`config.mk`:
```
export PLATFORM = sky130hd
export DESIGN_NAME = cpd_cell
export DESIGN_NICKNAME = d
export VERILOG_FILES = /design/src/design/cpd_pkg.sv /design/src/design/cpd_cell.sv
export SDC_FILE = /design/constraint.sdc
export NUM_CORES = 1
export LEC_CHECK = 0
export BUFFER_PORTS_ARGS = -buffer_cell sky130_fd_sc_hd__buf_2
export CAP_MARGIN = 20
export CORE_ASPECT_RATIO = 0.8
export CORE_MARGIN = 4
export CORE_UTILIZATION = 40
export CTS_BUF_LIST = sky130_fd_sc_hd__clkbuf_2 sky130_fd_sc_hd__clkbuf_4 sky130_fd_sc_hd__clkbuf_8
export DETAILED_ROUTE_END_ITERATION = 10
export GPL_ROUTABILITY_DRIVEN = 0
export GPL_TIMING_DRIVEN = 0
export PLACE_DENSITY = 0.54
export SETUP_SLACK_MARGIN = 0.3
export SLEW_MARGIN = 20
export SYNTH_ARGS = -nofsm -noshare
export SYNTH_HDL_FRONTEND = slang
export SYNTH_SLANG_ARGS = --single-unit
```
`constraint.sdc`:
```
create_clock -name clk_i -period 15.4 [get_ports clk_i]
set_input_delay 0.77 -clock clk_i [delete_from_list [all_inputs] [get_ports clk_i]]
set_output_delay 0.77 -clock clk_i [all_outputs]
set_load 0.01 [all_outputs]
```
`src/design/cpd_pkg.sv`:
```
// Package with types and constants for closest_pair_distance.
package cpd_pkg;

  localparam int unsigned MaxPointsDef = 1024;
  localparam int unsigned CoordBitsDef = 16;
  localparam int unsigned SqBits       = 33;
  localparam int unsigned FixBits      = 25;

  typedef struct packed {
    logic signed [CoordBitsDef-1:0] point_x;
    logic signed [CoordBitsDef-1:0] point_y;
    logic                           last_point;
  } in_item_t;

  typedef struct packed {
    logic [SqBits-1:0]  min_dist_sq;
    logic [FixBits-1:0] min_dist_fixed;
    logic               no_pair;
    logic               overflow;
  } out_item_t;

endpackage

```
`src/design/cpd_cell.sv`:
```
// One cell of the comparison chain: holds a point, measures the passing point against it.
module cpd_cell #(
  parameter int unsigned CoordBits = cpd_pkg::CoordBitsDef
) (
  input  logic                                clk_i,
  input  logic                                rst_ni,
  input  logic                                flush_i,
  input  logic                                in_vld_i,
  input  logic                                in_open_i,
  input  logic signed [CoordBits-1:0]         in_x_i,
  input  logic signed [CoordBits-1:0]         in_y_i,
  input  logic [cpd_pkg::SqBits-1:0]          in_best_i,
  output logic                                out_vld_o,
  output logic                                out_open_o,
  output logic signed [CoordBits-1:0]         out_x_o,
  output logic signed [CoordBits-1:0]         out_y_o,
  output logic [cpd_pkg::SqBits-1:0]          out_best_o
);
  import cpd_pkg::*;

  localparam int unsigned DBits = CoordBits + 1;
  localparam int unsigned PBits = 2 * DBits;
  localparam logic [PBits:0] SqMaxW = PBits + 1 > SqBits ?
      (PBits+1)'({SqBits{1'b1}}) : {(PBits+1){1'b1}};

  logic                       held_q;
  logic signed [CoordBits-1:0] px_q, py_q;
  logic                       vld_q, vld2_q;
  logic                       open_q, open2_q;
  logic signed [CoordBits-1:0] x_q, y_q, x2_q, y2_q;
  logic [SqBits-1:0]          best_q, best2_q;
  logic [DBits-1:0]           dx_q, dy_q;
  logic                       cmp_q;
  logic                       load;
  logic signed [DBits-1:0]    sdx, sdy;
  logic [PBits:0]             sum;
  logic [SqBits-1:0]          sat;

  // A passing item that has no home yet settles in the first free cell.
  assign load = in_vld_i && in_open_i && !held_q;

  // Stage one: absolute coordinate differences against the held point.
  assign sdx = DBits'(in_x_i) - DBits'(px_q);
  assign sdy = DBits'(in_y_i) - DBits'(py_q);

  always_ff @(posedge clk_i or negedge rst_ni) begin
    if (!rst_ni) begin
      held_q <= 1'b0;
      vld_q  <= 1'b0;
      vld2_q <= 1'b0;
    end else begin
      vld_q  <= in_vld_i;
      vld2_q <= vld_q;
      if (flush_i) begin
        held_q <= 1'b0;
      end else if (load) begin
        held_q <= 1'b1;
      end
    end
  end

  always_ff @(posedge clk_i) begin
    if (load) begin
      px_q <= in_x_i;
      py_q <= in_y_i;
    end
    x_q    <= in_x_i;
    y_q    <= in_y_i;
    best_q <= in_best_i;
    open_q <= in_open_i && !load;
    cmp_q  <= held_q;
    dx_q   <= sdx[DBits-1] ? DBits'(-sdx) : DBits'(sdx);
    dy_q   <= sdy[DBits-1] ? DBits'(-sdy) : DBits'(sdy);
  end

  // Stage two: square, add, saturate and keep the smaller distance.
  assign sum = (PBits+1)'(dx_q * dx_q) + (PBits+1)'(dy_q * dy_q);
  assign sat = (sum > SqMaxW) ? {SqBits{1'b1}} : SqBits'(sum);

  always_ff @(posedge clk_i) begin
    x2_q    <= x_q;
    y2_q    <= y_q;
    open2_q <= open_q;
    best2_q <= (cmp_q && sat < best_q) ? sat : best_q;
  end

  assign out_vld_o  = vld2_q;
  assign out_open_o = open2_q;
  assign out_x_o    = x2_q;
  assign out_y_o    = y2_q;
  assign out_best_o = best2_q;
endmodule

```
# Word-level counts from Yosys, hierarchy flattened
# Index checks and enable logic that the tools add are counted.
# Widths: inputs -> output; s select.
# op_classes
order_cmp	2
add_sub_neg	5
n_mul	2
n_mux	6
n_reduce_logical	7
# op_table
operator	n
$mul 17x17->34	2
$mux 33	2
$add 34x34->35	1
$gt 35x33->1 const B	1
$neg 17->17	2
$sub 16x16->17	2
$lt 33x33->1	1
$mux 16	2
$logic_and 1x1->1	4
$logic_not 1->1	2
$mux 1	2
$reduce_bool 2->1	1
# totals
output_inout_bits	67
register_bits	202
wordCells	40

# Logic depth before layout (Yosys ltp)
# logic_depth
depth_word	7
ltp_mapped	41
ltp_nobuf	37

# Worst setup path before layout
# Ideal clock, no wire load.
# synth_timing
kind	reg2reg
start	register dx_q[13]
end	register best2_q[10], in the netlist out_best_o[10]
path_buffers	5
arrival_time_ps	9611
setup_time_ps	121
synth_period_minus_slack_ps	9732
stages_incl_launch_ff	38
setup_slack_ps	5668
path_cell_list	dfxtp_1 > clkbuf_1 > clkbuf_1 > nand2_1 > fa_1 > inv_1 > fa_1 > inv_1 > fa_1 > fa_1 > inv_1 > fa_1 > fa_1 > fa_1 > inv_1 > fa_1 > inv_1 > ha_1 > [2 not listed] > a31o_2 > a21oi_1 > o21ai_0 > a31oi_2 > o32ai_1 > o211ai_4 > clkbuf_1 > a21o_1 > ha_1 > a21o_1 > a21o_1 > a21o_1 > a211o_1 > a221oi_1 > o31ai_1 > o41ai_4 > buf_6 > mux2_4
# synth_between
elab_chain_len	7
# synth_rtl
element	line	text
start: declaration	cpd_cell.sv:32	logic [DBits-1:0] dx_q, dy_q;
start signal: assignment	cpd_cell.sv:72	dx_q <= sdx[DBits-1] ? DBits'(-sdx) : DBits'(sdx);
$mul 17x17->34 *	cpd_cell.sv:77	assign sum = (PBits+1)'(dx_q * dx_q) + (PBits+1)'(dy_q * dy_q);
$add 34x34->35 *	cpd_cell.sv:77	
$gt 35x33->1	cpd_cell.sv:78	assign sat = (sum > SqMaxW) ? {SqBits{1'b1}} : SqBits'(sum);
$mux 33 *	cpd_cell.sv:78	
$lt 33x33->1	cpd_cell.sv:84	best2_q <= (cmp_q && sat < best_q) ? sat : best_q;
$logic_and 1x1->1	cpd_cell.sv:84	
$mux 33 *	cpd_cell.sv:84	
end signal: assignment	cpd_cell.sv:84	
end: declaration	cpd_cell.sv:31	logic [SqBits-1:0] best_q, best2_q;
# Mark *: on every way between the ends. The rest lies on a longest branch, timed or not.
# A chain may end at the register's enable or synchronous reset.

# Worst setup path in the final report
# layout_timing
start	register dx_q[6]
end	register best2_q[23], in the netlist out_best_o[23]
# Same word-level chain as after synthesis.

==> results <==
- Timing analysis after detailed placement gives a worst setup slack of 3.72 ns.
- The tightest min-delay check is of the primary input to register type.
- The final routed wirelength across all metal layers is 58.2 mm.
- Headroom to the max-slew limit came out at 43.6%.
- The number of buffers added by the clock tree synthesis step is 35.
- The average cell area after synthesis is 9.79 um2.
- Hold is met by 0.286 ns.
- For this run, asynchronously set or reset flops after synthesis account for 1.49%.
- The worst register-to-register path has a depth of 33.
- After synthesis, the netlist uses 67 different library cells.
- The endpoint identified for the worst register-to-register timing path is out_best_o[23]$_DFF_P_.
- The number of antenna violations at the first check in global routing was 3.
- The count of buffers inserted at the top-level ports is 136.
- For this run, the leading register cell type out of synthesis is sky130_fd_sc_hd__dfxtp_1.
- The post-synthesis sequential area ratio is 17.4%.
- The maximum number of pins on one net before global-route repair is 19.
- The first routing iteration left 836 violations.
- CTS built an H-tree with a depth of 2.
- From left edge to right edge, the die measures 288 um.
- Post-CTS repair changed the size of 0 cells.
- The startpoint identified for the worst register-to-register timing path is dx_q[6]$_DFF_P_.
- Dividing the detail-routed wire length by the instance count gives 16.2 um.
- The total overflow left after global routing is 0.
- After legalization and detailed placement, the total HPWL measured 51.2 mm.
- STA puts the critical path data required time at 15.84 ns.
- The via count of the first global-routing pass is 18,400.
- The setup check on the worst reg-to-reg path leaves a slack of 3.62 ns.
- After synthesis the netlist holds a flip-flop and latch count of 202.
- The overall track demand over capacity in global routing is 18.2%.
- The cell taking the most area after synthesis is sky130_fd_sc_hd__fa_1.
- Buffers inserted to repair hold after CTS numbered 1.
- The number of enable-type register cells in the synthesized netlist is 32.
- The final hold violation count was 0.
- The cell row count is 81.
- The mux contribution to synthesized area is 2.08%.
- The worst clock skew is 0.0319 ns.
- The family with the most delay on the worst path is adder cells.
- The ratio of cells with drive above 1 in the final layout is 9.73%.
- Compared with the post-synthesis result, the final layout area differs by 10.3%.
- The critical path buffer and inverter count is 6.
- The worst setup path is launched from a register.
- Counting the fill cells in the layout gives 6,112.
- The synthesized-area fraction occupied by ao, oa, aoi and oai cells is 6.53%.
- Setup violations remaining at the end of the flow were counted as 0.
- Setup repair after global routing left no endpoint under its margin.
- The library cell with the highest instance count after synthesis is sky130_fd_sc_hd__inv_1.
- The post-CTS setup-driven buffer insertion count is 0.
- The post-layout minimum cycle time is 11.78 ns.
- For this run, the post-layout net count is 3,528.
- The slew at the pin closest to its max-slew limit is 0.846 ns.
- The tree built by TritonCTS fans out to 202 sinks.
- The post-route setup TNS is 0 ns.
- The first-pass GRT wire length is 96.0 mm.
- The startpoint of the worst hold path is in_best_i[29].
- After Yosys synthesis, and, or, nand and nor cells account for 10.3% of the synthesized area.
- The final worst-path setup slack is 3.62 ns.
- The final cell area excluding filler cells is 27,700 um2.
- The number of pins with negative max-slew slack in the final report was 0.
- The worst hold path terminates at best_q[29]$_DFF_P_.
- In this run the vertical extent of the chip is 232 um.
- The repair_antennas step left the layout with diodes totalling 0.
- The number of antenna-violating nets in the routed design is 0.
- The worst setup path is captured at a register.
- The longest individual stage delay on the worst path is 0.69 ns.
- After detailed routing, the number of vias per cell comes to 4.77.
- Timing would allow up to 84.9 MHz.
- The synthesized design devotes to its leading area cell type 35.7% of total area.
- The hold path depth is 1.
- Pin placement for this block handled 137 I/O pins.
- TritonCTS built the clock tree.
- The clock latency reported for the late side of the worst-skew pair is 0.58 ns.
- For this design, the slowest cell found on the critical path is sky130_fd_sc_hd__dfxtp_1.
- The die footprint is 66,900 um2.
- Of the total synthesized cell area, the portion taken by full adders, half adders and majority gates is 49.0%.
- Clock-pin slew was measured on the worst setup and hold paths at 0.06 ns.
- Once the floorplan was initialized, standard cells occupied 40.8% of the core.
- The flow ran to the end, and the final reports show no timing, DRC or antenna violations.
- STA puts the critical path data arrival time at 12.22 ns.
- Dividing the final minimum period by the clock period gives 76.5%.
- The number of nets in the synthesized netlist is 3,353.
- The routed layout has 17,200 vias.
- Sorting the synthesized cells by area gives the leading types as sky130_fd_sc_hd__fa_1, sky130_fd_sc_hd__ha_1, sky130_fd_sc_hd__dfxtp_1, sky130_fd_sc_hd__inv_1, sky130_fd_sc_hd__edfxtp_1.
- The most used cell along the critical path is sky130_fd_sc_hd__fa_1.
- The main combinational cell family by area after synthesis is adder cells.
- CTS placed an instance of sky130_fd_sc_hd__clkbuf_8 at the clock tree root.
- The first-pass iteration count of the detailed router is 5.
- Synthesis produced 2,567 cells.
- The worst setup path category is register to register.
- The tool flagged a number of max-cap violations equal to 0.
- Of all nets on the critical path, the largest fanout is 10.
- The synthesized cell area is 25,100 um2.
- No sink is reached through more buffers than the 3 on the longest clock path.
- The xor/xnor cell area share of the yosys netlist is 3.31%.
- The total placed instance area is 26,900 um2.
- The remaining design rule violation count is 0.
- Sorting the synthesized cells by how often they occur yields sky130_fd_sc_hd__inv_1, sky130_fd_sc_hd__fa_1, sky130_fd_sc_hd__ha_1.
- The core region is 61,600 um2.
- During synthesis, Yosys emitted a total of 0 warnings.
==> metrics by stage <==
step                      util [%]  std cells
after detailed placement      43.6       3534
after global placement        43.6       3533
after floorplan                  -       2567
after CTS                     45.0       3596
final                         45.0       3596
after global routing          45.0       3596
==> area by class of cell <==
type | count | area (um2) | area share [%]
buffer | 56 | 236 | 0.853
tap | 830 | 1040 | 3.75
multi-input combinational | 1612 | 17900 | 64.6
clock inverter | 14 | 213 | 0.767
sequential | 202 | 4380 | 15.8
timing repair buffer | 138 | 718 | 2.59
clock buffer | 47 | 616 | 2.22
inverter | 697 | 2620 | 9.44
==> sequential cells by signal (all words and copies together) (netlist names), 16 cells and up <==
name	count
x_q	16
out_y_o	16
px_q	16
dx_q	17
y_q	16
py_q	16
dy_q	17
out_x_o	16
out_best_o	33
best_q	33
==> layer usage <==
layer / GRT usage (%) / wire, um / up-vias
met5: 0 / 0 / -
met4: 4.04 / 1110 / 0
met3: 4.09 / 3980 / 61
met2: 29.0 / 26900 / 363
met1: 25.6 / 26200 / 8605
li1: - / - / 8137
==> cell usage in the layout (no fill, tap or decap), drive strengths merged, types with 68 or more instances in the layout <==
master / netlist / layout
fa: 448 / 448
ha: 268 / 268
and2: 107 / 107
inv: 697 / 701
dfxtp: 167 / 167
nand2: 191 / 191
buf: 6 / 143
nor2: 77 / 77
a21oi: 68 / 68
clkbuf: 50 / 97
==> worst max path at each step <==
stage / start / end / slack (ns) / depth (start not counted)
6_report: dx_q[6]$_DFF_P_ / out_best_o[23]$_DFF_P_ / 3.62 / 33
5_1_grt: dx_q[13]$_DFF_P_ / out_best_o[22]$_DFF_P_ / 3.07 / 37
4_1_cts: dx_q[13]$_DFF_P_ / out_best_o[23]$_DFF_P_ / 3.66 / 36
3_5_place_dp: dx_q[13]$_DFF_P_ / out_best_o[23]$_DFF_P_ / 3.72 / 36
3_3_place_gp: dx_q[13]$_DFF_P_ / out_best_o[23]$_DFF_P_ / 3.84 / 36
2_1_floorplan: dx_q[13]$_DFF_P_ / out_best_o[10]$_DFF_P_ / 5.67 / 37
==> cell families (layout without fill, tap and decap cells) <==
kind of cell / Yosys count / in the layout
AOI/OAI and AO/OA: 243 / 243
xor gates and xnor gates: 95 / 95
adders and majority gates: 716 / 716
buffers and inverters: 753 / 952
DFF: 202 / 202
muxes: 37 / 37
and+or+nand+nor: 521 / 521
Power is not shown: default switching activity piles up to over one toggle a cycle in this logic, so the estimate is an artifact.
