## src/design/cpd_pkg.sv

```systemverilog
// Package with types and constants for closest_pair_distance.
package cpd_pkg;

  localparam int unsigned MaxPointsDef = 1024;
  localparam int unsigned CoordBitsDef = 16;
  localparam int unsigned SqBits       = 33;
  localparam int unsigned FixBits      = 25;

  typedef struct packed {
    logic signed [CoordBitsDef-1:0] point_x;
    logic signed [CoordBitsDef-1:0] point_y;
    logic                           last_point;
  } in_item_t;

  typedef struct packed {
    logic [SqBits-1:0]  min_dist_sq;
    logic [FixBits-1:0] min_dist_fixed;
    logic               no_pair;
    logic               overflow;
  } out_item_t;

endpackage

```

## src/design/cpd_sqrt.sv

```systemverilog
// Bit-serial integer square root giving the distance with eight fraction bits.
module cpd_sqrt (
  input  logic                          clk_i,
  input  logic                          rst_ni,
  input  logic                          start_i,
  input  logic [cpd_pkg::SqBits-1:0]    sq_i,
  output logic                          done_o,
  output logic [cpd_pkg::FixBits-1:0]   root_o
);
  import cpd_pkg::*;

  localparam int unsigned VBits = SqBits + 16 + 1;
  localparam int unsigned RBits = VBits / 2;
  localparam int unsigned CntBits = $clog2(RBits + 1);

  logic [VBits-1:0]   rem_q;
  logic [RBits-1:0]   root_q;
  logic [VBits-1:0]   val_q;
  logic [CntBits-1:0] cnt_q;
  logic               busy_q, done_q;
  logic [VBits+1:0]   trial;
  logic [VBits+1:0]   rem_sh;

  // Restoring method: two radicand bits enter per step.
  assign rem_sh = {rem_q, val_q[VBits-1 -: 2]};
  assign trial  = rem_sh - (VBits+2)'({root_q, 2'b01});

  always_ff @(posedge clk_i or negedge rst_ni) begin
    if (!rst_ni) begin
      busy_q <= 1'b0;
      done_q <= 1'b0;
      cnt_q  <= '0;
    end else begin
      done_q <= 1'b0;
      if (start_i) begin
        busy_q <= 1'b1;
        cnt_q  <= CntBits'(RBits);
      end else if (busy_q) begin
        cnt_q <= cnt_q - 1'b1;
        if (cnt_q == CntBits'(1)) begin
          busy_q <= 1'b0;
          done_q <= 1'b1;
        end
      end
    end
  end

  always_ff @(posedge clk_i) begin
    if (start_i) begin
      val_q  <= {1'b0, sq_i, 16'h0000};
      rem_q  <= '0;
      root_q <= '0;
    end else if (busy_q) begin
      val_q <= {val_q[VBits-3:0], 2'b00};
      if (!trial[VBits+1]) begin
        rem_q  <= VBits'(trial);
        root_q <= {root_q[RBits-2:0], 1'b1};
      end else begin
        rem_q  <= VBits'(rem_sh);
        root_q <= {root_q[RBits-2:0], 1'b0};
      end
    end
  end

  assign done_o = done_q;
  assign root_o = (root_q > RBits'({FixBits{1'b1}})) ? {FixBits{1'b1}} : FixBits'(root_q);
endmodule

```

## config.mk

```make
export PLATFORM = sky130hd
export DESIGN_NAME = cpd_sqrt
export DESIGN_NICKNAME = d
export VERILOG_FILES = /design/src/design/cpd_pkg.sv /design/src/design/cpd_sqrt.sv
export SDC_FILE = /design/constraint.sdc
export NUM_CORES = 1
export LEC_CHECK = 0
export BUFFER_PORTS_ARGS = -buffer_cell sky130_fd_sc_hd__clkbuf_2
export CAP_MARGIN = 40
export CORE_ASPECT_RATIO = 0.75
export CORE_MARGIN = 8
export CORE_UTILIZATION = 45
export CTS_CLUSTER_DIAMETER = 150
export CTS_CLUSTER_SIZE = 8
export DETAILED_ROUTE_END_ITERATION = 16
export GPL_ROUTABILITY_DRIVEN = 0
export HOLD_SLACK_MARGIN = 0.02
export SLEW_MARGIN = 20
export SYNTH_ARGS = -nofsm -noshare
export SYNTH_HDL_FRONTEND = slang
export SYNTH_SLANG_ARGS = --single-unit
```

## constraint.sdc

```tcl
create_clock -name clk_i -period 5.19 [get_ports clk_i]
set_input_delay 1.038 -clock clk_i [delete_from_list [all_inputs] [get_ports clk_i]]
set_output_delay 1.038 -clock clk_i [all_outputs]
set_load 0.1 [all_outputs]
```

=== After elaboration in Yosys (flattened, before gate mapping) ===
Cells that the tools add are included.

* Input bits: 36
* Logic and storage cells: 25
* Output and inout bits: 26
* Register bits: 116

* Reductions and logical operators: 1
* Muxes and demuxes: 13
* Magnitude comparators: 1
* Equality and inequality tests: 1
* $add $sub $neg: 2

{| class="wikitable"
|+ Operators by type and width
! cell !! number
|-
| $mux 49 || 2
|-
| $sub 52x27->52 || 1
|-
| $mux 50 || 1
|-
| $gt 25x25->1 const B || 1
|-
| $mux 25 || 1
|-
| $mux 5 || 2
|-
| $mux 1 || 7
|-
| $eq 5x1->1 const B || 1
|-
| $sub 5x1->5 const B || 1
|-
| $reduce_bool 2->1 || 1
|}

=== Depth between registers and ports, before layout ===
Gate-level depths: netlist of the first run.

* Depth after elaboration: 4
* Depth in mapped cells: 13
* Mapped depth without buffers: 10

=== Least setup slack after synthesis of the first run ===
Ideal clock, no wire load.

* Path kind: reg-to-reg
* Start point: register rem_q[39]
* End point: register rem_q[46]
* Path buffers: 1
* Required time: 5099 ps
* Slack: 1896 ps
* Setup time: 91 ps
* Stages on the path, launching flop included: 10
* Period minus slack after synthesis: 3294 ps
* Arrival time: 3203 ps
* Cells stage by stage: dfxtp_1 > or4_4 > or4_4 > nor3_4 > and3_1 > a21oi_2 > or4_4 > buf_6 > or4_1 > a311oi_1

* Cells in the longest elaborated chain, start to end: 2

{| class="wikitable"
|+ Ends and longest elaborated chain
! what !! line !! RTL
|-
| start, declared || cpd_sqrt.sv:16 || <nowiki>logic [VBits-1:0] rem_q;</nowiki>
|-
| start signal, assigned || cpd_sqrt.sv:56 || <nowiki>rem_q <= VBits'(trial);</nowiki>
|-
| start signal, assigned || cpd_sqrt.sv:59 || <nowiki>rem_q <= VBits'(rem_sh);</nowiki>
|-
| $sub 52x27->52 || cpd_sqrt.sv:26 || <nowiki>assign trial = rem_sh - (VBits+2)'({root_q, 2'b01});</nowiki>
|-
| $mux 50 || cpd_sqrt.sv:55 || <nowiki>if (!trial[VBits+1]) begin</nowiki>
|}

Every way passes these cells.
A chain may end at the register's enable or synchronous reset.

=== Worst setup path after layout of the first run ===
* Start point: register rem_q[39]
* End point: register rem_q[44]

Same word-level chain as after synthesis.

==> out/metrics.cfg, run 1 <==
[cts]
cts_hold_buf = 0
cts_resized = 0
max-clock-path-buffers = 2
clock_sinks = 116
cts_tree = done
path_clk_slew_ns = 0.07
cts_root_buf = clkbuf_16
cts_max_level = 4
post_cts_buffers = 0
insertion_delay_ns = 0.43
cts_buffers = 17

[global_route]
use_met3 = 0.05713
grt_overflow = 0
busiest_layer = met2
grt_pass1_wl_mm = 29.61
antenna_found_initial = 0
track_usage = 0.1843
grt_max_degree = 76
met2_usage = 0.2812
grtUsageMet1 = 0.2488
grt_pass1_vias = 5833

[critical_path]
reg2reg_slack_ns = 1.57
cp_common_cell = or4_4
start_kind = flop
endpoint_kind = flop
crit_path_cell_trace = or4_4 -> or4_4 -> nor3_4 -> and3_1 -> a21oi_2 -> or4_4 -> or4_1 -> a311oi_1
critPathArrivalTime_ns = 3.94
r2r-start = rem_q[39]
crit_fanout = 15
r2r_end = rem_q[44]
cp.required_ns = 5.52
worstSetupPathType = reg -> reg
critPathSlowestCell = or4_4
rr_worst_depth = 8
cp_slowest_stage_delay_ns = 0.65

[synthesis]
synth_enable_flop_cells = 33
yosysWarnings = 0
synth_seq_cells = 116
syn_inst = 797
yosysSeqAreaShare = 0.3871
synth_area_per_cell_um2 = 8.711
ys.flop_type = dfxtp_1
synthDistinctLibCells = 66
syn_area_um2 = 6943
synthArstFlopShare = 0.06034
syn-num-nets = 861

[layout]
final_area_um2 = 7911
final_cell_mix = nor2_1 (97), nand2_1 (76), dfxtp_1 (76)
area_growth_pct = 13.95
drive_above_1_share = 0.1751
antennaDiodeCount = 0
mostFrequentLayoutCell = nor2_1
nNetsFinal = 879

[sta]
fin_crit_ns = 3.619
slew_headroom = 0.4191
post-route-period-util = 0.6972
max_freq_mhz = 276.4
skew_ns = 0.01136
setup_violations = 0
hold_violations = 0
drv_slew = 0
final.setup.tns_ns = 0
rsz0062_at_grt = no
worst_pin_slew_ns = 0.8593

[detailed_routing]
vias_per_cell = 5.814
drt-initial-drc-count = 449
ant_nets = 0
wl_mm = 17.62
dr.pass1.iters = 5
via_count = 6006
routed_wire_length_per_instance_um = 17.06
drc = 0

[floorplanning]
rows = 39
die_w_um = 159.4
die-area_um2 = 19700
core_area_um2 = 15180
initial_core_util = 0.4575
ios = 62
die_h_um = 123.6

[run]
maxCapViolCount = 0

[status]
outcome = complete, no violations

[power_and_ir_drop]
cellLeakagePower_nw = 3.424
power_density_nw_per_um2 = 674.8
vdd_drop_max_v = 0.0003953
finalPower_mw = 5.338

[placement]
port_buffers = 61
post_dp_cell_area_um2 = 7301
hpwlAfterDp_mm = 12.51

[worst_hold_path]
hold_path.class = in -> async

## layout make-up
type | count | area, µm²
multi-input cells | 574 | 3849
well taps | 205 | 256.5
flip-flops and latches | 116 | 2691
clock inverters | 15 | 157.7
fillers | 1410 | 7264
repair buffers | 69 | 392.9
clock buffers | 17 | 425.4
inverters | 37 | 138.9
## synthesized netlist by cell type (12+ instances only)
cell type	n	share of area
a21oi_1	26	0.019
a311oi_1	30	0.038
clkbuf_1	64	0.035
dfxtp_1	76	0.22
edfxtp_1	33	0.14
ha_1	28	0.050
inv_1	37	0.020
mux2_2	31	0.050
mux2i_1	30	0.043
nand2_1	76	0.041
nand3_1	18	0.013
nor2_1	98	0.053
nor3_1	16	0.012
o21ai_0	19	0.014
or3_1	14	0.013
or4_1	12	0.013
xnor2_1	19	0.024
xor2_1	12	0.015
## cells by family after synthesis
kind of cell | after synthesis | share of synthesized area
AND/OR/NAND/NOR | 290 | 0.2029
AO/OA/AOI/OAI | 164 | 0.1680
flip-flops | 116 | 0.3871
buffers and inverters | 107 | 0.05893
multiplexers | 61 | 0.09353
XOR/XNOR | 31 | 0.03911
adder cells (fa/ha/maj) | 28 | 0.05046
## critical path: cells and delay by family, from the launching register on
kind,cells,cell delay (ns)
AOI/OAI and AO/OA,2,0.44
DFF,1,0.38
and+or+nand+nor,6,2.69
## stage by stage
| stage | setup WS (ns) | instances | utilization | hold WS (ns) |
|---|---|---|---|---|
| 3_3_place_gp | 1.544 | 998 | 0.4798 | 0.4630 |
| 4_1_cts | 1.583 | 1032 | 0.5195 | 0.4259 |
| 3_5_place_dp | 1.641 | 1000 | 0.4811 | 0.4699 |
| 5_1_grt | 1.380 | 1033 | 0.5213 | 0.4345 |
| 2_1_floorplan | 1.896 | 797 | - | 0.4449 |
| 6_report | 1.571 | 1033 | 0.5213 | 0.4354 |
## power breakdown
group          leakage (nW)  switching [mW]  internal [mW]  total, mW
combinational          2.08            1.70           1.14       2.84
clock                 0.285           0.516          0.642       1.16
sequential             1.06           0.198           1.14       1.34
## registers in the layout, summed over array words and instances (netlist names)
register and count:
busy_q 1, done_o 1, rem_q 50, val_q 34
cnt_q 5, root_q 25
## worst max path at each step
stage          startpoint   endpoint  cells after the start
2_1_floorplan   rem_q[39]  rem_q[46]                      9
3_3_place_gp    rem_q[39]  rem_q[29]                      9
3_5_place_dp    rem_q[39]  rem_q[44]                      8
4_1_cts         rem_q[39]  rem_q[44]                      8
5_1_grt        root_q[12]  rem_q[44]                     10
6_report        rem_q[39]  rem_q[44]                      8
## layer usage
| layer | vias up | share of wire | wire length, µm |
|---|---|---|---|
| li1 | 2928 | - | - |
| met1 | 2894 | 0.50 | 8776 |
| met2 | 172 | 0.43 | 7527 |
| met3 | 12 | 0.067 | 1181 |
| met4 | 0 | 0.0075 | 132 |
| met5 | - | 0 | 0 |
No activity file was read; power rests on OpenSTA's default activity.
==> run 2: changes to the inputs <==
- PLACE_DENSITY: not set -> 0.66
- clock period: 5.19 -> 3.2 ns (I/O delays scaled with it)
==> out/metrics.cfg, run 2 (synthesis gave the netlist of run 1 again) <==
[global_route]
antenna_found_initial = 0  ; unchanged
grt_overflow = 0  ; unchanged
track_usage = 0.1814  ; -0.002910
grt_pass1_wl_mm = 29.25  ; -1.2%
grt_pass1_vias = 5712  ; -2.1%
grt_max_degree = 56  ; -26%

[power_and_ir_drop]
cellLeakagePower_nw = 3.719  ; +8.6%
finalPower_mw = 9.483  ; +78%
power_density_nw_per_um2 = 1117  ; +65%
swShare = 0.4377  ; -0.01386
p_switching_mw = 4.151  ; +72%
intPower_mw = 5.332  ; +82%
combPwrFrac = 0.578  ; +0.046
pwr-share-seq = 0.226  ; -0.025
vdd_drop_max_v = 0.0005888  ; +49%
clockPowerShare = 0.196  ; -0.021

[detailed_routing]
via_count = 6149  ; +2.4%
dr.pass1.iters = 5  ; unchanged
drc = 0  ; unchanged
drt-initial-drc-count = 434  ; -3.3%
vias_per_cell = 5.652  ; -2.8%
wl_mm = 18.07  ; +2.6%
ant_nets = 0  ; unchanged
routed_wire_length_per_instance_um = 16.61  ; -2.6%

[floorplanning]
ios = 62  ; unchanged
rows = 39  ; unchanged
die_w_um = 159.4  ; unchanged
die-area_um2 = 19700  ; unchanged
die_h_um = 123.6  ; unchanged
initial_core_util = 0.4575  ; unchanged
core_area_um2 = 15180  ; unchanged

[layout]
final_cell_mix = nor2_1 (97), dfxtp_1 (76), nand2_1 (74)
drive_above_1_share = 0.2593  ; +0.08422
register_area_um2 = 2691  ; unchanged
largest_reg_flops = 50  ; unchanged
nNetsFinal = 934  ; +6.3%
utilization = 0.5596  ; +0.03825
multiInputGateArea_um2 = 4014  ; +4.3%
antennaDiodeCount = 0  ; unchanged
nFillCells = 1377  ; -2.3%
area_growth_pct = 22.31
mostFrequentLayoutCell = nor2_1
top_register = rem_q
largestRegisters = rem_q (50), val_q (34), root_q (25)

[sta]
setup_violations = 0  ; unchanged
whs_ns = 0.04411  ; -0.3913 ns
worst_pin_slew_ns = 0.7758  ; -0.08347 ns
max_freq_mhz = 313.2  ; +13%
slew_headroom = 0.4809  ; +0.06180
drv_slew = 0  ; unchanged
fin_crit_ns = 3.193  ; -0.4259 ns
skew_ns = 0.009858  ; -0.001506 ns
rsz0062_at_grt = yes
hold_violations = 0  ; unchanged
post-route-period-util = 0.9977  ; +0.3005

[worst_hold_path]
hold_path.class = in -> async

[run]
maxCapViolCount = 0  ; unchanged

[critical_path]
worstSetupPathType = reg -> reg
endpoint_kind = flop
crit_fanout = 5  ; -10
cp.required_ns = 3.53  ; -1.99 ns
rr_worst_depth = 8  ; unchanged
start_kind = flop
critPathArrivalTime_ns = 3.52  ; -0.42 ns
reg2reg_slack_ns = 0.007  ; -1.56 ns

[cts]
max-clock-path-buffers = 2  ; unchanged
cts_root_buf = clkbuf_16
cts_hold_buf = 0  ; unchanged
cts_buffers = 17  ; unchanged
cts_max_level = 4  ; unchanged
path_clk_slew_ns = 0.07  ; about the same
cts_tree = done
insertion_delay_ns = 0.42  ; about the same
clock_sinks = 116  ; unchanged

[status]
outcome = complete, no violations

[placement]
hpwlAfterDp_mm = 12.81  ; +2.4%
port_buffers = 61  ; unchanged

==> run 2: cell types whose count changed in the layout (fill, tap and decap cells not counted), moves of 3 or more <==
cell,previous run,this run
buf_4,6,60
nor3_1,16,13
a311oi_1,30,27
a311oi_2,0,3
or4_1,12,9
a21oi_1,26,21
ha_1,28,25
nor3_2,0,3
buf_12,0,3
or4_4,3,7
a21oi_2,1,5
==> run 2: through the flow <==
step	std cells	setup slack [ns]	cell area, µm²	setup TNS (ns)
2_1_floorplan	797	-0.005067	6955	-0.005067
3_3_place_gp	1053	0.03036	7744	0
3_5_place_dp	1053	-0.01974	7744	-0.07051
4_1_cts	1086	-0.02857	8341	-0.03167
5_1_grt	1088	-0.06018	8492	-0.2339
6_report	1088	0.007282	8492	0
==> run 2: power groups by stage <==
| stage | sequential, mW | clock [mW] | combinational (mW) |
|---|---|---|---|
| final | 2.14 | 1.86 | 5.48 |
| after CTS | 2.13 | 1.89 | 5.17 |
| after floorplan | 2.08 | 0 | 3.59 |
| after global routing | 2.18 | 1.95 | 6.01 |
| after global placement | 2.15 | 0 | 5.07 |
| after detailed placement | 2.15 | 0 | 5.08 |
==> run 2: path summary, 6_finish.rpt <==
check / from / endpoint
worst min-delay path: rst_ni / busy_q
max in group asynchronous: rst_ni / busy_q
worst min register to register: rem_q[6] / rem_q[6]
min in group clk_i: rem_q[6] / rem_q[6]
worst max-delay path: rem_q[46] / rem_q[42]
worst max register to register: rem_q[46] / rem_q[42]
==> run 2: routing by layer <==
layer / vias to the layer above / global-route usage / share of wire
met5: - / 0 / 0
met4: 0 / 0.04642 / 0.0086
met3: 16 / 0.04657 / 0.073
met2: 183 / 0.2644 / 0.42
met1: 2914 / 0.2624 / 0.50
li1: 3036 / - / -
==> run 2: final cells by class <==
cell class / count / area share
Tap cell: 205 / 0.03020
Multi-Input combinational cell: 575 / 0.4727
Timing Repair Buffer: 123 / 0.09548
Sequential cell: 116 / 0.3169
Clock buffer: 17 / 0.05010
Clock inverter: 15 / 0.01827
Inverter: 37 / 0.01635
==> run 2: what timing repair did <==
action                     4_1_cts  5_1_grt
cloned                           0        1
pin swaps                        0        4
setup endpoints to repair       10       25
setup buffers                    1        1
resized for setup                2       33
==> run 2: worst max-delay path: stages (launching register included) <==
cell and delay (ns):
dfxtp_1 0.32, or4_4 0.55, or4_4 0.51, nor3_4 0.19, and3_4 0.22, a21oi_4 0.07
or4_4 0.46, or4b_4 0.54, a311oi_2 0.25
